===== src/gfe_pkg.sv =====
package gfe_pkg;

   localparam int CELL_W       = 11;
   localparam int MAX_CELLS    = 1024;
   localparam int IDX_W        = 32;
   localparam int DIV_STEPS    = 4;
   localparam int DIV_STAGES   = IDX_W / DIV_STEPS;
   localparam int DELAY_STAGES = 3;
   localparam int INNER_W      = 21;

   typedef logic [1:0] axis_type;

   typedef enum logic [1:0] {
      REG_DIMENSIONS,
      REG_CELLS_AXIS0,
      REG_CELLS_AXIS1,
      REG_CELLS_AXIS2
   } csr_reg_type;

   typedef struct packed {
      logic              three;
      logic [CELL_W-1:0] n0;
      logic [CELL_W-1:0] n1;
      logic [CELL_W-1:0] n2;
      logic [IDX_W-1:0]  cut0;
      logic [IDX_W-1:0]  cut1;
      logic [IDX_W-1:0]  total;
      logic [IDX_W-1:0]  base1;
      logic [IDX_W-1:0]  base2;
   } cfg_type;

   typedef struct packed {
      logic              err;
      axis_type          nrm;
      logic [CELL_W-1:0] pos_a;
   } side_type;

   // cyclic successor of an axis, over two or three axes
   function automatic axis_type axis_next(axis_type a, logic three);
      axis_type r;
      if (!three) begin
         r = (a == 2'd0) ? 2'd1 : 2'd0;
      end else if (a == 2'd2) begin
         r = 2'd0;
      end else begin
         r = a + 2'd1;
      end
      return r;
   endfunction

   function automatic logic [CELL_W-1:0] cell_count(cfg_type c, axis_type a);
      logic [CELL_W-1:0] r;
      case (a)
         2'd0:    r = c.n0;
         2'd1:    r = c.n1;
         default: r = c.n2;
      endcase
      return r;
   endfunction

endpackage


===== src/gfe_select.sv =====
module gfe_select import gfe_pkg::*; (
   input  logic              clock,
   input  logic              reset,
   input  cfg_type           cfg,
   input  logic              in_valid,
   output logic              in_ready,
   input  logic [IDX_W-1:0]  in_index,
   output logic              out_valid,
   input  logic              out_ready,
   output logic [IDX_W-1:0]  out_dividend,
   output logic [CELL_W-1:0] out_divisor,
   output side_type          out_side
);

   // leading stages give the derived configuration products time to settle
   logic [DELAY_STAGES-1:0] vld_ff;
   logic [IDX_W-1:0]        idx_ff [DELAY_STAGES];
   logic [DELAY_STAGES:0]   rdy;

   logic                    ovld_ff;
   logic [IDX_W-1:0]        dvd_ff, dvd_in;
   logic [CELL_W-1:0]       dsr_ff, dsr_in;
   side_type                side_ff, side_in;

   assign rdy[DELAY_STAGES] = !ovld_ff || out_ready;
   assign in_ready          = rdy[0];

   for (genvar g = 0; g < DELAY_STAGES; g++) begin : g_delay
      logic             src_vld;
      logic [IDX_W-1:0] src_idx;
      if (g == 0) begin : g_first
         assign src_vld = in_valid;
         assign src_idx = in_index;
      end else begin : g_next
         assign src_vld = vld_ff[g-1];
         assign src_idx = idx_ff[g-1];
      end
      assign rdy[g] = !vld_ff[g] || rdy[g+1];
      always_ff @(posedge clock) begin
         if (reset) begin
            vld_ff[g] <= 1'b0;
         end else if (rdy[g]) begin
            vld_ff[g] <= src_vld;
         end
      end
      always_ff @(posedge clock) begin
         if (rdy[g] && src_vld) begin
            idx_ff[g] <= src_idx;
         end
      end
   end

   always_comb begin
      logic [IDX_W-1:0] idx;
      logic [IDX_W-1:0] below;
      idx           = idx_ff[DELAY_STAGES-1];
      side_in.err   = (idx >= cfg.total);
      side_in.pos_a = '0;
      if (idx < cfg.cut0) begin
         side_in.nrm = 2'd0;
         below       = '0;
      end else if (!cfg.three || idx < cfg.cut1) begin
         side_in.nrm = 2'd1;
         below       = cfg.cut0;
      end else begin
         side_in.nrm = 2'd2;
         below       = cfg.cut1;
      end
      dvd_in = idx - below;
      // normal axis has one more face position in 3D
      dsr_in = cell_count(cfg, side_in.nrm) + CELL_W'(cfg.three);
   end

   always_ff @(posedge clock) begin
      if (reset) begin
         ovld_ff <= 1'b0;
      end else if (rdy[DELAY_STAGES]) begin
         ovld_ff <= vld_ff[DELAY_STAGES-1];
      end
   end

   always_ff @(posedge clock) begin
      if (rdy[DELAY_STAGES] && vld_ff[DELAY_STAGES-1]) begin
         dvd_ff  <= dvd_in;
         dsr_ff  <= dsr_in;
         side_ff <= side_in;
      end
   end

   assign out_valid    = ovld_ff;
   assign out_dividend = dvd_ff;
   assign out_divisor  = dsr_ff;
   assign out_side     = side_ff;

   a_divisor_nonzero: assert property (@(posedge clock) disable iff (reset)
      out_valid |-> out_divisor != '0)
      else $error("zero divisor leaves select stage");

endmodule


===== config.mk =====
export PLATFORM = sky130hd
export DESIGN_NAME = gfe_select
export DESIGN_NICKNAME = d
export VERILOG_FILES = /design/src/gfe_pkg.sv /design/src/gfe_select.sv
export SDC_FILE = /design/constraint.sdc
export NUM_CORES = 1
export LEC_CHECK = 0
export ABC_AREA = 0
export BUFFER_PORTS_ARGS = -buffer_cell sky130_fd_sc_hd__buf_4
export CORE_AREA = 2 2 97 193
export CTS_BUF_LIST = sky130_fd_sc_hd__clkbuf_4 sky130_fd_sc_hd__clkbuf_8
export DETAILED_ROUTE_END_ITERATION = 10
export DIE_AREA = 0 0 99 195
export PLACE_DENSITY = 0.79
export SETUP_SLACK_MARGIN = 0.5
export SLEW_MARGIN = 20
export SYNTH_ARGS = -nofsm -noshare
export SYNTH_HDL_FRONTEND = slang
export SYNTH_SLANG_ARGS = --single-unit

===== constraint.sdc =====
create_clock -name clock -period 7.1 [get_ports clock]
set_clock_uncertainty 0.05 [all_clocks]
set_input_delay 1.065 -clock clock [delete_from_list [all_inputs] [get_ports clock]]
set_output_delay 1.065 -clock clock [all_outputs]
set_load 0.01 [all_outputs]

# Word-level counts from Yosys, hierarchy flattened
# Memories as Yosys holds them, arrays and structs flattened.
# Cells that the tools add are included.
classes:
  n_reduce_logical: 15
  magnitude_cmp: 3
  mux: 11
  addsub: 2
  n_eq_ne: 1
op_table:
  columns: ["operator", "n"]
  rows:
  - ["32-bit less-than comparator", 2]
  - ["32-bit two-way mux", 2]
  - ["32-bit greater-or-equal comparator", 1]
  - ["32-bit subtractor", 1]
  - ["11-bit case mux with 2 select lines", 1]
  - ["11-bit by 1-bit adder with 11-bit output", 1]
  - ["1-bit two-way mux", 6]
  - ["1-bit logical NOT", 5]
  - ["1-bit logical OR", 5]
  - ["1-bit logical AND", 4]
  - ["2-bit two-way mux", 2]
  - ["2-bit by 1-bit == test with 1-bit output, second input constant", 1]
  - ["2-bit logical NOT", 1]
totals:
  elab_cells: 41
  reg_bits: 50
  n_memories: 1
  ram_bits: 96
  input_bits: 230
  out_inout_bits: 59
memory_table:
  columns: ["memory", "depth", "width", "rd", "rd_clocked_by_memory_dff", "wr", "line", "rtl"]
  rows:
  - ["idx_ff", 3, 32, 3, 0, 3, "gfe_select.sv:17", "logic [IDX_W-1:0] idx_ff [DELAY_STAGES];"]

# Longest topological paths before layout
# Gate-level depths: netlist of the first run.
depth:
  word_depth: 8
  depth_mapped: 24
  mapped_depth_nobuf: 23

# Least setup slack after synthesis of the first run
# No wires, ideal clock.
synth_timing:
  path_kind: "input-to-reg"
  from: "input port cfg[121] (netlist name)"
  to: "register dvd_ff[30], in the netlist out_dividend[30] (data pin)"
  setup_ns: 0.259
  t_required_ns: 6.791
  setup_slack_ns: 1.247
  n_path_buf: 2
  stages: 24
  arrival_ns: 5.544
  cell_sequence: "inv_1 -> ha_1 -> a21o_1 -> a21o_1 -> a2111oi_4 -> o21bai_2 -> a211oi_4 -> buf_6 -> clkbuf_1 -> o21ai_0 -> a21oi_1 -> ha_1 -> inv_1 -> fa_1 -> a21oi_1 -> o22ai_1 -> o32ai_1 -> o2111ai_1 -> nand2_1 -> o21ai_0 -> or4_1 -> nand2_1 -> o211ai_1 -> xnor2_1"
synth_via:
  elab_chain_cells: 5
synth_lines:
  columns: ["item", "line", "rtl"]
  rows:
  - ["start: declaration", "gfe_select.sv:4", "input cfg_type cfg,"]
  - ["32-bit less-than comparator", "gfe_select.sv:62", "end else if (!cfg.three || idx < cfg.cut1) begin"]
  - ["1-bit logical OR", "gfe_select.sv:62", null]
  - ["32-bit two-way mux (*)", "gfe_select.sv:62", null]
  - ["32-bit two-way mux (*)", "gfe_select.sv:59", "if (idx < cfg.cut0) begin"]
  - ["32-bit subtractor (*)", "gfe_select.sv:69", "dvd_in = idx - below;"]
  - ["named net dvd_in[30]", "gfe_select.sv:21", "logic [IDX_W-1:0] dvd_ff, dvd_in;"]
  - ["end signal: assignment", "gfe_select.sv:84", "dvd_ff <= dvd_in;"]
  - ["end: declaration", "gfe_select.sv:21", null]
# The timed path passes the listed nets; every way through them passes the cells marked *.
# A chain may end at the register's enable or synchronous reset.

# Worst setup path after layout of the first run
layout_timing:
  from: "input port cfg[121] (netlist name)"
  to: "register dvd_ff[28], in the netlist out_dividend[28] (data pin)"
# The elaborated chain is that of the path after synthesis.

==> impl_results.md, run 1 <==
* Count of non-filler cells in the finished layout at between 1,000 and 1,500
* Top cells by area, synth: edfxtp_1 45%, ha_1 17%, inv_1 4.4%
* Die height at about 200 um
* Yosys top cell by area: edfxtp_1
* Area growth syn-to-layout at 23.8%
* Final Slew Violations at 0
* Run status: complete, no violations
* Predominant post-synthesis flop cell: edfxtp_1
* H-tree Lvls at 4
* Share of layout cells above drive strength 1 at 25.1%
* I/O Pins at around 290
* CP Data Required Time at between 7 and 8 ns
* Hold_buf cts at 0
* Avg Inst Size Synth at 10.5 um2
* Residual DRC at 0
* Core footprint at around 18,000 um2
* Largest net degree at the start of global routing at between 40 and 50
* CTS buffer count at 17
* CP Capture Type: register
* Initial antenna violation count at 4
* Resized cells post-CTS at 0
* Post-Place Cells at about 1,300
* Tightest Pin Transition at 1.01 ns
* CP arrival at approximately 6.2 ns
* Via count at around 7,500
* Tcrit/Tclk final at a little under nine tenths
* WL/cell at about 17 um
* Final setup violation count at 0
* Distinct cells, synth at 70
* Port Buf Inserts at about 210
* Starting Density at between 50% and 60%
* Leading cell types in the layout, fill and taps excluded: 222 x buf_4, 142 x edfxtp_1, 127 x ha_1
* Peak VDD IR at 224 uV
* Clock Root Buffer: clkbuf_8
* R2R Path End: out_dividend[28]
* Hold Path Cell Cnt at 0
* Top-area cell type share of the netlist area at 45.2%
* Post-synth EDFFs at 142
* Vias in the first global route at around 7,600
* Commonest non-fill, non-tap cell in the layout: buf_4
* CTS sink count at 146
* Overall power at between 1.5 and 2 mW
* Hold_sp: idx_ff[0][7]
* Ys Warns at 0
* Multi-input logic area at 4600 um2
* DR pass1 iterations at 5
* Endpoint, Worst Hold: idx_ff[0][39]
* Worst Hold Class: register to register
* Routed Antenna Nets at 0
* Slew HR at around a third
* Filler Cells Inserted at between 1,000 and 1,500
* Post-layout util at about 66%
* Skew-Pair Late Insertion Delay at 0.46 ns
* Layout Nets at around 1,500
* Setup TNS at 0 ns
* Achievable Freq at ~160 MHz
* First-pass GRT wire length at roughly 37,000 um
* Clock tree buffer depth at 2
* Core Rows at between 60 and 70
* Via/cell ratio at approximately 5.6
* Worst-path clk slew at approximately 0.09 ns
* Synth Instances at 896
* Leakage at approximately 5.2 nW
* DRT Wirelength at 23,000 um
* Routability cong. at around 0.9
* HPWL after detailed placement at between 15,000 and 20,000 um
* Register area share after synthesis at between 40% and 50%
* Crit path time final at between 6 and 7 ns
* Flop2flop setup slack at 1.26 ns
* Reg2reg start: idx_ff[0][66]
* Cell Area, Synth at approximately 9400 um2
* Max Cap Viol at 0
* CTS tree: yes
* Die Span X at between 90 and 100 um
* Worst Reg-to-Reg Cells at 19
* Final Hold Vio Count at 0
* Sequential Area at around 4300 um2
* Asr flop ratio synth at 0%
* Hold_ws at approximately 0.37 ns
* Total die area at a little under 20,000 um2
* Total track usage at approximately 24%
* CP startpoint kind: input pin
* RSZ-0062 raised after global routing: no
* CP Class: input pin to register
* Post-CTS Setup Repair Bufs at 0
* Grt ovf at 0
* Flops & latches, synth at roughly 150
* PD cells at 169 nW/um2
* Iteration-0 DRC Markers at roughly 320
* Crit Path Max Fanout at 23
## how the worst max path moves through the flow
stage / from / to
6_report: cfg[121] / out_dividend[28]
3_3_place_gp: cfg[98] / out_dividend[28]
2_1_floorplan: cfg[121] / out_dividend[30]
5_1_grt: cfg[115] / out_dividend[28]
3_5_place_dp: cfg[98] / out_dividend[28]
4_1_cts: cfg[98] / out_dividend[28]
## logic make-up (layout without fill, tap and decap cells)
kind of cell             count (synthesis)  after routing  share of synthesized area, %
other                                    1             15                        0.0397
AND/OR/NAND/NOR                        230            230                          12.0
buffers and inverters                  140            365                          6.11
multiplexers                             4              4                         0.437
flip-flops                             146            146                          46.0
XOR/XNOR                                31             31                          2.88
adder cells (fa/ha/maj)                128            128                          17.0
AO/OA/AOI/OAI                          216            216                          15.5
## sequential cells by signal (all words and copies together), names as in the netlist
register and cells:
vld_ff 1, out_dividend 32, out_valid 1, g_delay.src_vld 2, out_divisor 11, out_side 3
idx_ff 96
## synth_stat cells (2+ instances only)
cell type  number
a211o_1         3
a211oi_1       11
a21boi_0        3
a21o_1         28
a21oi_1        47
a221o_1         2
a221oi_1        2
a31o_2          2
a31oi_1         3
a31oi_2         3
a31oi_4         2
and2_1          2
and3_1          3
and4_1          2
buf_2           2
buf_4          11
clkbuf_1       15
dfxtp_1         4
edfxtp_1      142
ha_1          127
inv_1         111
mux2i_1         3
nand2_1        31
nand2b_1       10
nand3_1        17
nand4_1        15
nor2_1         82
nor2b_1        11
nor3_1         41
nor4_1          2
o2111ai_1       2
o211ai_1       10
o21a_1          7
o21ai_0        62
o21ai_1         4
o21ai_2         4
o221a_2         2
o22ai_1         2
o31ai_1         2
or2_2           2
or3_1           3
or4_1           2
xnor2_1        19
xor2_1         12
## power by group
group,total (mW),internal (mW),switching (mW)
sequential,0.989,0.981,0.00767
clock,0.648,0.293,0.355
combinational,0.338,0.159,0.179
total,1.98,1.43,0.542
## critical path, cell delays in order
cell and delay, ns:
buf_4 0.11, inv_1 0.09, ha_1 0.26, a21o_1 0.16
a21o_1 0.20, a2111oi_4 0.38, o21bai_2 0.14, a211oi_4 0.57
buf_4 0.40, nor3_1 0.07, o21ai_0 0.23, ha_1 0.33
a21oi_1 0.26, o21ai_0 0.16, o32ai_1 0.52, o2111ai_1 0.25
nand2_1 0.14, o21ai_0 0.13, or4_1 0.44, a31oi_1 0.23
xnor2_1 0.08
## layer usage
layer / vias up / track usage, % / routed length (um)
li1: 3695 / - / -
met1: 3555 / 26.5 / 8540
met2: 225 / 44.5 / 12300
met3: 45 / 4.12 / 1170
met4: 0 / 11.4 / 935
met5: - / 0 / 0
## area by class of cell
| class | instances | share of cell area (%) |
|---|---|---|
| repair buffers | 222 | 14.3 |
| flip-flops and latches | 146 | 37.2 |
| diodes | 4 | 0.0856 |
| inverters | 111 | 3.56 |
| clock buffers | 18 | 2.07 |
| well taps | 213 | 2.28 |
| clock inverters | 14 | 1.24 |
| multi-input cells | 620 | 39.3 |
## per-stage QoR
stage               setup slack [ns]  cell area [um2]
floorplan                       1.25             9480
global placement               0.612            11300
detailed placement             0.604            11300
CTS                             1.09            11700
global route                   0.680            11700
finish                          1.04            11700
No activity file was read; power rests on OpenSTA's default activity.
==> run 2: changes to the inputs <==
--- a/config.mk
+++ b/config.mk
@@ -11,6 +11,7 @@
 export CTS_BUF_LIST = sky130_fd_sc_hd__clkbuf_4 sky130_fd_sc_hd__clkbuf_8
 export DETAILED_ROUTE_END_ITERATION = 10
 export DIE_AREA = 0 0 99 195
+export GPL_TIMING_DRIVEN = 0
 export PLACE_DENSITY = 0.79
 export SETUP_SLACK_MARGIN = 0.5
 export SLEW_MARGIN = 20
==> run 2 against run 1 <==
- wire length is 2.7% higher
- first-iteration DRC count is 4.7% lower
- sequential share of layout area is 0.53 points lower
- utilization is 0.95 points higher
- critical path type unchanged
- critical endpoint is now out_dividend[30]
- highest routed layer unchanged
==> impl_results.md, run 2 (synthesized netlist as in run 1, its figures left out) <==
* Clock Root Buffer: clkbuf_8
* Largest net degree at the start of global routing at 30
* Hold_buf cts at 0
* Slew HR at around 57%
* Routed Antenna Nets at 0
* Via count at between 7,000 and 8,000
* Crit path time final at 6.34 ns
* Run status: complete, no violations
* Via/cell ratio at about 5.5
* Layout Nets at about 1,500
* Reg with most FFs: idx_ff
* Number of diodes at 0
* Multi-input logic area at 4600 um2
* Filler Cells Inserted at around 1,400
* CTS buffer count at 17
* DRT Wirelength at roughly 24,000 um
* Leakage at 5.31 nW
* Die Span X at 99 um
* CP startpoint kind: input pin
* CP Capture Type: register
* CP dominant cell by count: nand2_1
* Commonest non-fill, non-tap cell in the layout: buf_4
* Crit Path Max Fanout at 10
* Overall power at around 2.0 mW
* Worst-path clk slew at around 0.09 ns
* Final Slew Violations at 0
* Starting Density at 53.4%
* Iteration-0 DRC Markers at just over 300
* Peak VDD IR at 198 uV
* I/O Pins at approximately 290
* CP arrival at 6.51 ns
* PD cells at between 150 and 200 nW/um2
* Sequential Area at around 4300 um2
* Die height at 195 um
* Achievable Freq at roughly 160 MHz
* WL/cell at 17.3 um
* Post-CTS Setup Repair Bufs at 0
* Count of non-filler cells in the finished layout at between 1,000 and 1,500
* H-tree Lvls at 4
* Grt ovf at 0
* Max Cap Viol at 0
* RSZ-0062 raised after global routing: no
* Share of layout cells above drive strength 1 at roughly 26%
* First-pass GRT wire length at around 37,000 um
* Final Hold Vio Count at 0
* CTS tree: yes
* Tightest Pin Transition at approximately 0.64 ns
* Total die area at just under 20,000 um2
* DR pass1 iterations at 5
* Core footprint at around 18,000 um2
* Routability cong. at about 0.90
* HPWL after detailed placement at around 19,000 um
* Core Rows at slightly below 70
* Leading cell types in the layout, fill and taps excluded: 224 x buf_4, 142 x edfxtp_1, 127 x ha_1
* CP Class: input pin to register
* Post-Place Cells at 1,336
* Skew-Pair Late Insertion Delay at roughly 0.46 ns
* Clock tree buffer depth at 2
* Hold_ws at 0.363 ns
* CTS sink count at 146
* Initial antenna violation count at 0
* Max reg flops at 96
* Total track usage at about a quarter
* Fin area at 11,900 um2
* Port Buf Inserts at ~210
* Slowest stage cell, crit path: or4_1
* Area after DPL at about 11,000 um2
* Final setup violation count at 0
* Vias in the first global route at 7,710
* CP max stage delay at around 0.50 ns
* Residual DRC at 0
* Area growth syn-to-layout at 25.6%
* Post-layout util at roughly two thirds
* CP Data Required Time at approximately 7.3 ns
* Worst Hold Class: register to register
* Tcrit/Tclk final at 89.3%
[run 2: cell types whose count changed in the layout (fill, tap and decap cells not counted), moves of 2 or more]
cell | previous run | this run
buf_16 | 0 | 2
clkbuf_1 | 0 | 12
buf_4 | 222 | 224
clkinv_4 | 2 | 4
buf_12 | 0 | 2
inv_6 | 5 | 3
buf_2 | 0 | 2
diode_2 | 4 | 0
clkbuf_2 | 0 | 3
[run 2: area by class of cell]
type,count,area share [%]
timing repair buffer,217,14.3
sequential,146,36.6
multi-input combinational,620,38.8
clock buffer,18,2.09
clock inverter,14,1.01
inverter,111,3.51
buffer,29,1.38
tap,213,2.25
[run 2: worst max-delay path, delay by kind of cell]
| family | cells | cell delay, ns |
|---|---|---|
| AOI/OAI and AO/OA | 10 | 2.16 |
| xor gates and xnor gates | 1 | 0.13 |
| adders and majority gates | 3 | 0.93 |
| buffers and inverters | 4 | 0.55 |
| and+or+nand+nor | 7 | 1.64 |
[run 2: timing repair]
item | 4_1_cts | 5_1_grt
resized for setup | 1 | 7
endpoints found under the setup margin | 2 | 4
pin swaps | 0 | 1
[run 2: path summary, 6_finish.rpt]
path                 startpoint  depth (start not counted)  slack [ns]               end
setup / recovery       cfg[115]                         25        0.76  out_dividend[30]
hold / removal    idx_ff[0][22]                          0        0.36     idx_ff[0][54]
setup reg to reg  idx_ff[0][89]                         23        1.00  out_dividend[30]
hold reg to reg   idx_ff[0][22]                          0        0.36     idx_ff[0][54]
[run 2: power breakdown]
group          total (mW)  internal [mW]  switching [mW]
registers           0.988          0.981         0.00705
logic               0.351          0.168           0.184
clock network       0.626          0.261           0.365
total                1.97           1.41           0.556
[run 2: per-stage QoR]
stage	worst slack, ns	setup TNS (ns)
after floorplan	1.25	0
after CTS	0.638	0
after global placement	0.0521	0
after global routing	0.570	0
after detailed placement	-0.0103	-0.0103
final	0.761	0
[run 2: metal layers]
layer | share of wire, % | GRT usage (%) | vias up
li1 | - | - | 3744
met1 | 37 | 26.0 | 3518
met2 | 53 | 44.5 | 259
met3 | 5.4 | 4.19 | 63
met4 | 4.5 | 13.0 | 0
met5 | 0 | 0 | -
